**src/rtl/mla_pkg.sv**
```systemverilog
// Shared types and constants for the linear mouse acceleration block.
// Holds the sequencer state type and the arithmetic unit's command type.
// Depends on nothing; every other file imports it.
package mla_pkg;

   localparam int unsigned NUM_REGS = 8;
   localparam int unsigned CSR_INDEX_BITS = 4;

   localparam logic [CSR_INDEX_BITS-1:0] REG_PRE_SCALE_X  = 4'd0;
   localparam logic [CSR_INDEX_BITS-1:0] REG_PRE_SCALE_Y  = 4'd1;
   localparam logic [CSR_INDEX_BITS-1:0] REG_SPEED_CAP    = 4'd2;
   localparam logic [CSR_INDEX_BITS-1:0] REG_RATE_OFFSET  = 4'd3;
   localparam logic [CSR_INDEX_BITS-1:0] REG_ACCEL_RATIO  = 4'd4;
   localparam logic [CSR_INDEX_BITS-1:0] REG_GAIN_CAP     = 4'd5;
   localparam logic [CSR_INDEX_BITS-1:0] REG_POST_SCALE_X = 4'd6;
   localparam logic [CSR_INDEX_BITS-1:0] REG_POST_SCALE_Y = 4'd7;

   typedef enum logic [1:0] {
      ARITH_MUL,
      ARITH_DIV,
      ARITH_SQRT
   } arith_op_type;

   typedef struct packed {
      logic         start;
      arith_op_type op;
   } arith_cmd_type;

   typedef enum logic [3:0] {
      ST_IDLE,
      ST_MUL_DX,
      ST_MUL_DY,
      ST_SQ_X,
      ST_SQ_Y,
      ST_SQRT,
      ST_CAP_MUL_X,
      ST_CAP_DIV_X,
      ST_CAP_MUL_Y,
      ST_CAP_DIV_Y,
      ST_RATE,
      ST_GAIN,
      ST_AX_GAIN,
      ST_AX_POST,
      ST_AX_SUM,
      ST_AX_ROUND
   } seq_state_type;

endpackage

```
**src/rtl/mouse_linear_acceleration_top.sv**
```systemverilog
// Linear mouse acceleration with sub-count carry, top level.
// Uses mla_pkg and the bit-serial unit mla_arith.
//
// A transaction takes longer when the rate exceeds rate_offset and longer again when the
// speed cap is engaged. Every multiply, divide and the square root run one after another
// through the single bit-serial unit mla_arith. req_ready is high only while the sequencer
// is idle; a finished result waits in the output register and the next transaction can be
// accepted while it does.
module mouse_linear_acceleration_top #(
   parameter int FRAC_BITS       = 16,
   parameter int MAX_INTERVAL_MS = 100
) (
   input  logic                                clock,
   input  logic                                reset,
   input  logic                                req_valid,
   output logic                                req_ready,
   input  logic signed [15:0]                  req_move_x,
   input  logic signed [15:0]                  req_move_y,
   input  logic [15:0]                         req_elapsed_ms,
   output logic                                rsp_valid,
   input  logic                                rsp_ready,
   output logic signed [15:0]                  rsp_out_x,
   output logic signed [15:0]                  rsp_out_y,
   input  logic                                csr_valid,
   output logic                                csr_ready,
   input  logic [mla_pkg::CSR_INDEX_BITS-1:0]  csr_index,
   input  logic [31:0]                         csr_data
);
   import mla_pkg::*;

   localparam int CW = FRAC_BITS + 2;
   localparam logic [63:0] ONE_Q  = 64'd1 << FRAC_BITS;
   localparam logic [65:0] HALF_Q = 66'd1 << (FRAC_BITS - 1);
   localparam logic [63:0] AXIS_LIMIT = 64'd1 << 62;
   localparam logic [15:0] MAX_MS = 16'(MAX_INTERVAL_MS);

   function automatic logic [63:0] mulq(input logic [127:0] p);
      logic [63:0] r;
      if ((p >> (64 + FRAC_BITS)) != 128'd0) begin
         r = '1;
      end else begin
         r = 64'(p >> FRAC_BITS);
      end
      return r;
   endfunction

   seq_state_type state_ff, state_in;
   logic [31:0]   reg_ff [NUM_REGS];
   logic          launched_ff, launched_in;
   logic          axis_ff;
   logic          neg_x_ff, neg_y_ff;
   logic [16:0]   ax_ff, ay_ff;
   logic [6:0]    ms_ff;
   logic [6:0]    last_interval_ff;
   logic [63:0]   dx_ff, dy_ff, m_ff, rate_ff, gain_ff, v_ff;
   logic [127:0]  sum_ff, scratch_ff;
   logic signed [65:0] t_ff;
   logic signed [CW-1:0] carry_x_ff, carry_y_ff;
   logic          rsp_valid_ff;
   logic signed [15:0] out_x_ff, out_y_ff, hold_x_ff;

   arith_cmd_type cmd;
   logic [127:0]  opnd_a;
   logic [63:0]   opnd_b;
   logic [127:0]  arith_result;
   logic          arith_done;

   logic          req_fire;
   logic          out_free;
   logic          round_go;
   logic          cap_on;
   logic [15:0]   ms_a, ms_b, ms_c;
   logic [63:0]   gain_raw, gain_capped, inc, v_clamped;
   logic signed [65:0] t_calc, carry_ext, r_signed, carry_calc;
   logic [65:0]   abs_t, ra;
   logic signed [15:0] r_sat;

   assign req_ready = (state_ff == ST_IDLE);
   assign req_fire  = req_valid && req_ready;
   assign csr_ready = 1'b1;
   assign out_free  = !rsp_valid_ff || rsp_ready;
   assign round_go  = (state_ff == ST_AX_ROUND) && (!axis_ff || out_free);
   assign cap_on    = (reg_ff[REG_SPEED_CAP[2:0]] != 32'd0)
                      && (arith_result[63:0] >= {32'd0, reg_ff[REG_SPEED_CAP[2:0]]});

   // Interval: an unknown interval reuses the last one, long ones are clipped.
   always_comb begin
      ms_a = (req_elapsed_ms == 16'd0) ? {9'd0, last_interval_ff} : req_elapsed_ms;
      ms_b = (ms_a > MAX_MS) ? MAX_MS : ms_a;
      ms_c = (ms_b == 16'd0) ? 16'd1 : ms_b;
   end

   // Gain from the unit result or unity, then the optional cap.
   always_comb begin
      inc      = mulq(arith_result);
      gain_raw = ONE_Q;
      if (state_ff == ST_GAIN) begin
         gain_raw = (inc > ~ONE_Q) ? '1 : ONE_Q + inc;
      end
      gain_capped = gain_raw;
      if (reg_ff[REG_GAIN_CAP[2:0]] != 32'd0
          && gain_raw >= {32'd0, reg_ff[REG_GAIN_CAP[2:0]]}) begin
         gain_capped = {32'd0, reg_ff[REG_GAIN_CAP[2:0]]};
      end
   end

   // Rounding half away from zero, carry kept from the unsaturated count.
   always_comb begin
      v_clamped = (v_ff > AXIS_LIMIT) ? AXIS_LIMIT : v_ff;
      carry_ext = axis_ff ? 66'(carry_y_ff) : 66'(carry_x_ff);
      t_calc    = ((axis_ff ? neg_y_ff : neg_x_ff) ? -$signed({2'd0, v_clamped})
                                                   : $signed({2'd0, v_clamped})) + carry_ext;
      abs_t      = t_ff[65] ? 66'(-t_ff) : 66'(t_ff);
      ra         = (abs_t + HALF_Q) >> FRAC_BITS;
      r_signed   = t_ff[65] ? -$signed(ra) : $signed(ra);
      carry_calc = t_ff - (r_signed <<< FRAC_BITS);
      if (r_signed > 66'sd32767) begin
         r_sat = 16'sh7fff;
      end else if (r_signed < -66'sd32768) begin
         r_sat = -16'sh8000;
      end else begin
         r_sat = 16'(r_signed);
      end
   end

   // Next state.
   always_comb begin
      state_in = state_ff;
      unique case (state_ff)
         ST_IDLE:      if (req_fire) state_in = ST_MUL_DX;
         ST_MUL_DX:    if (arith_done) state_in = ST_MUL_DY;
         ST_MUL_DY:    if (arith_done) state_in = ST_SQ_X;
         ST_SQ_X:      if (arith_done) state_in = ST_SQ_Y;
         ST_SQ_Y:      if (arith_done) state_in = ST_SQRT;
         ST_SQRT:      if (arith_done) state_in = cap_on ? ST_CAP_MUL_X : ST_RATE;
         ST_CAP_MUL_X: if (arith_done) state_in = ST_CAP_DIV_X;
         ST_CAP_DIV_X: if (arith_done) state_in = ST_CAP_MUL_Y;
         ST_CAP_MUL_Y: if (arith_done) state_in = ST_CAP_DIV_Y;
         ST_CAP_DIV_Y: if (arith_done) state_in = ST_RATE;
         ST_RATE: begin
            if (arith_done) begin
               state_in = (arith_result[63:0] > {32'd0, reg_ff[REG_RATE_OFFSET[2:0]]})
                          ? ST_GAIN : ST_AX_GAIN;
            end
         end
         ST_GAIN:      if (arith_done) state_in = ST_AX_GAIN;
         ST_AX_GAIN:   if (arith_done) state_in = ST_AX_POST;
         ST_AX_POST:   if (arith_done) state_in = ST_AX_SUM;
         ST_AX_SUM:    state_in = ST_AX_ROUND;
         ST_AX_ROUND:  if (round_go) state_in = axis_ff ? ST_IDLE : ST_AX_GAIN;
         default:      state_in = ST_IDLE;
      endcase
   end

   // Unit command and operands.
   always_comb begin
      cmd.start = 1'b0;
      cmd.op    = ARITH_MUL;
      opnd_a    = '0;
      opnd_b    = '0;
      unique case (state_ff)
         ST_IDLE, ST_AX_SUM, ST_AX_ROUND: cmd.start = 1'b0;
         ST_MUL_DX: begin
            opnd_a = {111'd0, ax_ff};
            opnd_b = {32'd0, reg_ff[REG_PRE_SCALE_X[2:0]]};
         end
         ST_MUL_DY: begin
            opnd_a = {111'd0, ay_ff};
            opnd_b = {32'd0, reg_ff[REG_PRE_SCALE_Y[2:0]]};
         end
         ST_SQ_X: begin
            opnd_a = {64'd0, dx_ff};
            opnd_b = dx_ff;
         end
         ST_SQ_Y: begin
            opnd_a = {64'd0, dy_ff};
            opnd_b = dy_ff;
         end
         ST_SQRT: begin
            cmd.op = ARITH_SQRT;
            opnd_a = sum_ff;
         end
         ST_CAP_MUL_X: begin
            opnd_a = {64'd0, dx_ff};
            opnd_b = {32'd0, reg_ff[REG_SPEED_CAP[2:0]]};
         end
         ST_CAP_MUL_Y: begin
            opnd_a = {64'd0, dy_ff};
            opnd_b = {32'd0, reg_ff[REG_SPEED_CAP[2:0]]};
         end
         ST_CAP_DIV_X, ST_CAP_DIV_Y: begin
            cmd.op = ARITH_DIV;
            opnd_a = scratch_ff;
            opnd_b = m_ff;
         end
         ST_RATE: begin
            cmd.op = ARITH_DIV;
            opnd_a = {64'd0, m_ff};
            opnd_b = {57'd0, ms_ff};
         end
         ST_GAIN: begin
            opnd_a = {96'd0, reg_ff[REG_ACCEL_RATIO[2:0]]};
            opnd_b = rate_ff - {32'd0, reg_ff[REG_RATE_OFFSET[2:0]]};
         end
         ST_AX_GAIN: begin
            opnd_a = {64'd0, axis_ff ? dy_ff : dx_ff};
            opnd_b = gain_ff;
         end
         ST_AX_POST: begin
            opnd_a = {64'd0, v_ff};
            opnd_b = {32'd0, axis_ff ? reg_ff[REG_POST_SCALE_Y[2:0]]
                                     : reg_ff[REG_POST_SCALE_X[2:0]]};
         end
         default: cmd.start = 1'b0;
      endcase
      if (state_ff != ST_IDLE && state_ff != ST_AX_SUM && state_ff != ST_AX_ROUND) begin
         cmd.start = !launched_ff;
      end
   end

   always_comb begin
      launched_in = launched_ff;
      if (cmd.start) begin
         launched_in = 1'b1;
      end
      if (arith_done) begin
         launched_in = 1'b0;
      end
   end

   mla_arith u_arith (
      .clock  (clock),
      .reset  (reset),
      .cmd    (cmd),
      .opnd_a (opnd_a),
      .opnd_b (opnd_b),
      .result (arith_result),
      .done   (arith_done)
   );

   always_ff @(posedge clock) begin
      if (reset) begin
         state_ff         <= ST_IDLE;
         launched_ff      <= 1'b0;
         last_interval_ff <= 7'd1;
         carry_x_ff       <= '0;
         carry_y_ff       <= '0;
         rsp_valid_ff     <= 1'b0;
         reg_ff[REG_PRE_SCALE_X[2:0]]  <= 32'(ONE_Q);
         reg_ff[REG_PRE_SCALE_Y[2:0]]  <= 32'(ONE_Q);
         reg_ff[REG_SPEED_CAP[2:0]]    <= '0;
         reg_ff[REG_RATE_OFFSET[2:0]]  <= '0;
         reg_ff[REG_ACCEL_RATIO[2:0]]  <= '0;
         reg_ff[REG_GAIN_CAP[2:0]]     <= '0;
         reg_ff[REG_POST_SCALE_X[2:0]] <= 32'(ONE_Q);
         reg_ff[REG_POST_SCALE_Y[2:0]] <= 32'(ONE_Q);
      end else begin
         state_ff    <= state_in;
         launched_ff <= launched_in;
         if (csr_valid && csr_ready && csr_index < CSR_INDEX_BITS'(NUM_REGS)) begin
            reg_ff[csr_index[2:0]] <= csr_data;
         end
         if (req_fire) begin
            last_interval_ff <= ms_c[6:0];
         end
         if (round_go) begin
            if (axis_ff) begin
               carry_y_ff <= CW'(carry_calc);
            end else begin
               carry_x_ff <= CW'(carry_calc);
            end
         end
         if (round_go && axis_ff) begin
            rsp_valid_ff <= 1'b1;
         end else if (rsp_ready) begin
            rsp_valid_ff <= 1'b0;
         end
      end

      // Datapath registers.
      if (req_fire) begin
         neg_x_ff <= req_move_x[15];
         neg_y_ff <= req_move_y[15];
         ax_ff    <= req_move_x[15] ? 17'h10000 - {1'b0, req_move_x} : {1'b0, req_move_x};
         ay_ff    <= req_move_y[15] ? 17'h10000 - {1'b0, req_move_y} : {1'b0, req_move_y};
         ms_ff    <= ms_c[6:0];
         axis_ff  <= 1'b0;
      end
      if (arith_done) begin
         unique case (state_ff)
            ST_MUL_DX:    dx_ff <= arith_result[63:0];
            ST_MUL_DY:    dy_ff <= arith_result[63:0];
            ST_SQ_X:      sum_ff <= arith_result;
            ST_SQ_Y:      sum_ff <= sum_ff + arith_result;
            ST_SQRT:      m_ff <= arith_result[63:0];
            ST_CAP_MUL_X, ST_CAP_MUL_Y: scratch_ff <= arith_result;
            ST_CAP_DIV_X: dx_ff <= arith_result[63:0];
            ST_CAP_DIV_Y: dy_ff <= arith_result[63:0];
            ST_RATE: begin
               rate_ff <= arith_result[63:0];
               gain_ff <= gain_capped;
            end
            ST_GAIN:      gain_ff <= gain_capped;
            ST_AX_GAIN, ST_AX_POST: v_ff <= mulq(arith_result);
            default:      v_ff <= v_ff;
         endcase
      end
      if (state_ff == ST_AX_SUM) begin
         t_ff <= t_calc;
      end
      if (round_go) begin
         if (axis_ff) begin
            out_x_ff <= hold_x_ff;
            out_y_ff <= r_sat;
         end else begin
            hold_x_ff <= r_sat;
            axis_ff   <= 1'b1;
         end
      end
   end

   assign rsp_valid = rsp_valid_ff;
   assign rsp_out_x = out_x_ff;
   assign rsp_out_y = out_y_ff;

   a_interval_nonzero: assert property (@(posedge clock) disable iff (reset)
      last_interval_ff != 7'd0)
      else $error("stored interval is zero");
   a_done_while_busy: assert property (@(posedge clock) disable iff (reset)
      arith_done |-> state_ff != ST_IDLE && launched_ff)
      else $error("arith result arrived with no operation outstanding");
   a_result_kept: assert property (@(posedge clock) disable iff (reset)
      (rsp_valid_ff && !rsp_ready) |=> rsp_valid_ff && $stable(out_x_ff) && $stable(out_y_ff))
      else $error("pending result was overwritten");

endmodule

```
**src/rtl/mla_arith.sv**
```systemverilog
// Bit-serial arithmetic unit: 64x64 multiply, 128/64 divide, 128-bit square root.
// One bit (two radicand bits for the root) is handled per clock cycle.
// Depends on mla_pkg.
module mla_arith (
   input  logic                  clock,
   input  logic                  reset,
   input  mla_pkg::arith_cmd_type cmd,
   input  logic [127:0]          opnd_a,
   input  logic [63:0]           opnd_b,
   output logic [127:0]          result,
   output logic                  done
);
   import mla_pkg::*;

   logic         busy_ff, busy_in;
   logic         done_ff, done_in;
   arith_op_type op_ff, op_in;
   logic [6:0]   cnt_ff, cnt_in;
   logic [127:0] acc_ff, acc_in;
   logic [63:0]  mcand_ff, mcand_in;
   logic [63:0]  mplier_ff, mplier_in;
   logic [67:0]  rem_ff, rem_in;

   logic [67:0]  shifted;
   logic [67:0]  trial;
   logic         last;

   always_comb begin
      busy_in   = busy_ff;
      done_in   = 1'b0;
      op_in     = op_ff;
      cnt_in    = cnt_ff;
      acc_in    = acc_ff;
      mcand_in  = mcand_ff;
      mplier_in = mplier_ff;
      rem_in    = rem_ff;
      shifted   = '0;
      trial     = '0;
      last      = 1'b0;
      if (!busy_ff) begin
         if (cmd.start) begin
            busy_in   = 1'b1;
            op_in     = cmd.op;
            cnt_in    = '0;
            rem_in    = '0;
            mcand_in  = opnd_b;
            mplier_in = '0;
            acc_in    = opnd_a;
            if (cmd.op == ARITH_MUL) begin
               acc_in    = '0;
               mcand_in  = opnd_a[63:0];
               mplier_in = opnd_b;
            end
         end
      end else begin
         unique case (op_ff)
            ARITH_MUL: begin
               acc_in    = (acc_ff << 1) + (mplier_ff[63] ? {64'd0, mcand_ff} : 128'd0);
               mplier_in = mplier_ff << 1;
               last      = (cnt_ff == 7'd63);
            end
            ARITH_DIV: begin
               // Restoring division; only the low 64 quotient bits are kept.
               shifted = {rem_ff[66:0], acc_ff[127]};
               acc_in  = acc_ff << 1;
               trial   = {4'd0, mcand_ff};
               if (shifted >= trial) begin
                  rem_in    = shifted - trial;
                  mplier_in = {mplier_ff[62:0], 1'b1};
               end else begin
                  rem_in    = shifted;
                  mplier_in = {mplier_ff[62:0], 1'b0};
               end
               last = (cnt_ff == 7'd127);
            end
            ARITH_SQRT: begin
               shifted = {rem_ff[65:0], acc_ff[127:126]};
               acc_in  = acc_ff << 2;
               trial   = {2'd0, mplier_ff, 2'b01};
               if (shifted >= trial) begin
                  rem_in    = shifted - trial;
                  mplier_in = {mplier_ff[62:0], 1'b1};
               end else begin
                  rem_in    = shifted;
                  mplier_in = {mplier_ff[62:0], 1'b0};
               end
               last = (cnt_ff == 7'd63);
            end
            default: last = 1'b1;
         endcase
         cnt_in = cnt_ff + 7'd1;
         if (last) begin
            busy_in = 1'b0;
            done_in = 1'b1;
         end
      end
   end

   always_ff @(posedge clock) begin
      if (reset) begin
         busy_ff <= 1'b0;
         done_ff <= 1'b0;
         op_ff   <= ARITH_MUL;
         cnt_ff  <= '0;
      end else begin
         busy_ff <= busy_in;
         done_ff <= done_in;
         op_ff   <= op_in;
         cnt_ff  <= cnt_in;
      end
      acc_ff    <= acc_in;
      mcand_ff  <= mcand_in;
      mplier_ff <= mplier_in;
      rem_ff    <= rem_in;
   end

   assign result = (op_ff == ARITH_MUL) ? acc_ff : {64'd0, mplier_ff};
   assign done   = done_ff;

   a_done_ends_busy: assert property (@(posedge clock) disable iff (reset)
      done_ff |-> !busy_ff && $past(busy_ff))
      else $error("arith done without a preceding operation");
   a_no_start_busy: assert property (@(posedge clock) disable iff (reset)
      busy_ff |-> !cmd.start)
      else $error("arith started while busy");
   a_start_busy: assert property (@(posedge clock) disable iff (reset)
      (!busy_ff && cmd.start) |=> busy_ff)
      else $error("arith start not taken");

endmodule
```
**config.mk**
```make
export PLATFORM = sky130hd
export DESIGN_NAME = mouse_linear_acceleration_top
export DESIGN_NICKNAME = d
export VERILOG_FILES = /design/src/rtl/mla_pkg.sv /design/src/rtl/mouse_linear_acceleration_top.sv /design/src/rtl/mla_arith.sv
export SDC_FILE = /design/constraint.sdc
export NUM_CORES = 2
export LEC_CHECK = 0
export BUFFER_PORTS_ARGS = -buffer_cell sky130_fd_sc_hd__buf_2
export CORE_ASPECT_RATIO = 0.9
export CORE_MARGIN = 1
export CORE_UTILIZATION = 50
export DETAILED_ROUTE_END_ITERATION = 16
export PLACE_DENSITY = 0.63
export RECOVER_POWER = 50
export REMOVE_ABC_BUFFERS = 1
export SYNTH_ARGS = -nofsm -noshare
export SYNTH_HDL_FRONTEND = slang
export SYNTH_SLANG_ARGS = --single-unit
```
**constraint.sdc**
```tcl
create_clock -name clock -period 13.1 [get_ports clock]
set_input_delay 2.62 -clock clock [delete_from_list [all_inputs] [get_ports clock]]
set_output_delay 2.62 -clock clock [all_outputs]
set_load 0.02 [all_outputs]
```
==> impl_metrics.ini <==
[worst_setup_path]
end_kind = register
worst_ep_required_time_ns = 13.70
critical-path-max-stage-delay_ns = 1.31
path_max_fanout = 53
path_class = reg -> reg
path_common_cell = a21oi_1
cpMaxStageDelayCell = ha_1
crit_family = compound AO/OA/AOI/OAI gates
r2r_cells = 32
rr_endpoint = gain_ff[10]$_DFFE_PP_
crit_path_end = gain_ff[10]$_DFFE_PP_
cp-startpoint = u_arith.op_ff[0]$_SDFFE_PP0P_
path_buf_inv = 5
crit_path_start_kind = register
cp.arrival_ns = 11.94
r2r-start = u_arith.op_ff[0]$_SDFFE_PP0P_
path_depth = 32
reg2reg_slack_ns = 1.75

[layout]
fin_cells = 12790
post_route_cells_drive_above_1_share_pct = 6.671
fin_nets = 10700
final_util_pct = 54.84
area_delta_synth_final_pct = 8.954

[route]
wl_per_cell_um = 29.80
vias = 85420
dr.pass1.iters = 8
drc = 0
ant_nets = 0
drt-initial-drc-count = 12260
routed_wirelength_mm = 381.1
viasPerCell = 6.681

[run_status]
status = finished, violations left
violations = capacitance limit, slew limit

[min_path]
hp-class = reg -> reg

[cts]
cts_tree = done
cts_resized = 0
holdBufCountCts = 0
clock_path_buffers = 3
cts_root_buffer = clkbuf_16
htree_levels = 4
cts_setup_buffers = 0
cts_buffers = 162
cts.sinks = 1437
cts.clk_slew.worst_paths_ns = 0.06
clk-insertion-delay-late_ns = 0.86

[timing]
setup_violations = 0
maxSlewHeadroom_pct = -200.8
min_period_over_period_pct = 86.60
fin_crit_ns = 11.35
finalHoldViolations = 0
setup_tns_ns = 0
timing.final.max_slew_violations = 1291
fmax_ghz = 0.08814
setup_slack_ns = 1.755
grt_setup_unrepaired = no
final.setup_skew_ns = 0.06209
tightest_slew_ns = 4.512

[synth]
yosysUniqueCellTypes = 100
yosys.area.top_type_share_pct = 42.50
synth_ff_type = edfxtp_1
netlist_area_sq_um = 97230
avgSynthCellArea_sq_um = 9.554
synth.most_common_cell = edfxtp_1
ys_async_sr_fraction_pct = 0
synthTopCellsByCount = 1376 x edfxtp_1, 942 x nand2_1, 811 x a21oi_1
synth_area_leaders = edfxtp_1 42%, ha_1 6.8%, a21oi_1 4.2%
ys_seq_area_share_pct = 43.75
ys_warn_count = 0
post_synth_inst_count = 10180
synth_top_cell_by_area = edfxtp_1
synth_edf_count = 1376
synth-seq-cells = 1437

[die]
rows = 153
io_pins = 124
dieArea_sq_um = 196200
fp.dieW_um = 466.8
die_h_um = 420.3
design.core.area_sq_um = 193200
start_util_pct = 50.34

[global_route]
antenna_found_initial = 24
grtUsageTotal_pct = 37.93
overflow = 0
grt_max_degree = 138
grt_pass1_vias = 79240
grt_pass1_wl_mm = 546.8

[placement]
place_ws_ns = 3.352
gp_congestion = 1.069
dp.cells = 12480
io_buffers = 122
hpwlAfterDp_mm = 278.1

[pwr]
p_leak_uw = 0.03971
powerDensity_nw_per_um2 = 240.2
ir_drop_v = 0.0002205

[job]
max_cap_violations = 36
-- cell families after synthesis --
logic type               count (synthesis)  synth area share [%]
multiplexers                           162                 1.741
buffers and inverters                  978                 3.805
XOR/XNOR                               673                 6.091
adder cells (fa/ha/maj)                531                 6.872
flip-flops                            1437                 43.75
AO/OA/AOI/OAI                         3154                 21.41
other                                    2              0.007724
AND/OR/NAND/NOR                       3240                 16.32
-- layout make-up --
| class | count | area, sq um |
|---|---|---|
| multi-input cells | 7763 | 51220 |
| clock buffers | 187 | 4264 |
| well taps | 2557 | 3199 |
| clock inverters | 116 | 1356 |
| diodes | 6 | 15.01 |
| repair buffers | 289 | 1714 |
| fillers | 17260 | 87220 |
| inverters | 431 | 1624 |
| flip-flops and latches | 1437 | 42540 |
-- flip-flops by register name (all words and copies together), names as in the netlist, 66 cells and up --
| name | count |
|---|---|
| reg_ff | 256 |
| scratch_ff | 128 |
| sum_ff | 128 |
| u_arith.acc_ff | 128 |
| u_arith.rem_ff | 67 |
| t_ff | 66 |
-- worst min-delay path by stage --
stage	depth (start not counted)	to	from	slack (ns)
final	0	rsp_out_x[0]$_DFFE_PP_	hold_x_ff[0]$_DFFE_PP_	0.41
after detailed placement	0	rsp_out_x[0]$_DFFE_PP_	hold_x_ff[0]$_DFFE_PP_	0.40
after floorplan	0	rsp_out_x[0]$_DFFE_PP_	hold_x_ff[0]$_DFFE_PP_	0.40
after CTS	0	rsp_out_x[0]$_DFFE_PP_	hold_x_ff[0]$_DFFE_PP_	0.42
after global routing	0	rsp_out_x[6]$_DFFE_PP_	hold_x_ff[6]$_DFFE_PP_	0.42
after global placement	0	rsp_out_x[1]$_DFFE_PP_	hold_x_ff[1]$_DFFE_PP_	0.40
-- through the flow --
stage	hold slack, ns	power, uW	instance area, sq um
after global placement	0.4015	20120	100600
after CTS	0.4179	25150	106200
after floorplan	0.4003	16180	95150
final	0.4139	25450	105900
after global routing	0.4222	26770	105900
after detailed placement	0.4045	20240	100600
-- layout by cell type (no fill, tap or decap), drive strengths merged, types with 64 or more instances in the layout --
master / instances
nand4: 128
nor2: 737
edfxtp: 1376
and3: 102
clkbuf: 243
nand2b: 131
and2: 353
mux2i: 105
a22oi: 206
nor2b: 102
a211oi: 135
nor4: 100
a221oi: 207
o22ai: 74
a21oi: 811
xor2: 259
o21ai: 650
nand2: 943
clkinv: 76
xnor2: 412
ha: 526
nand3: 223
o21a: 95
a21o: 275
nor3: 193
buf: 233
a31oi: 112
o31ai: 64
inv: 436
-- layer usage --
metal	wire (um)	vias to the layer above	GRT usage, %
met1	151000	41550	49.95
li1	-	38150	-
met4	29520	24	24.44
met3	36580	944	7.620
met2	163800	4749	56.89
met5	149	-	0
-- worst reg2reg max path, delay by kind of cell, from the launching register on --
family          cells  cell delay [ns]
fa+ha+maj           2             1.49
flops               1             0.38
mux                 1             0.45
compound gates     12             3.32
simple gates       12             2.52
buf+inv             5             2.94
-- power by group --
group          total [uW]  internal [uW]  switching (uW)
clock                4890           2750            2140
combinational       13300           4610            8720
sequential           7240           6430             801
No activity file was read; power rests on OpenSTA's default activity.
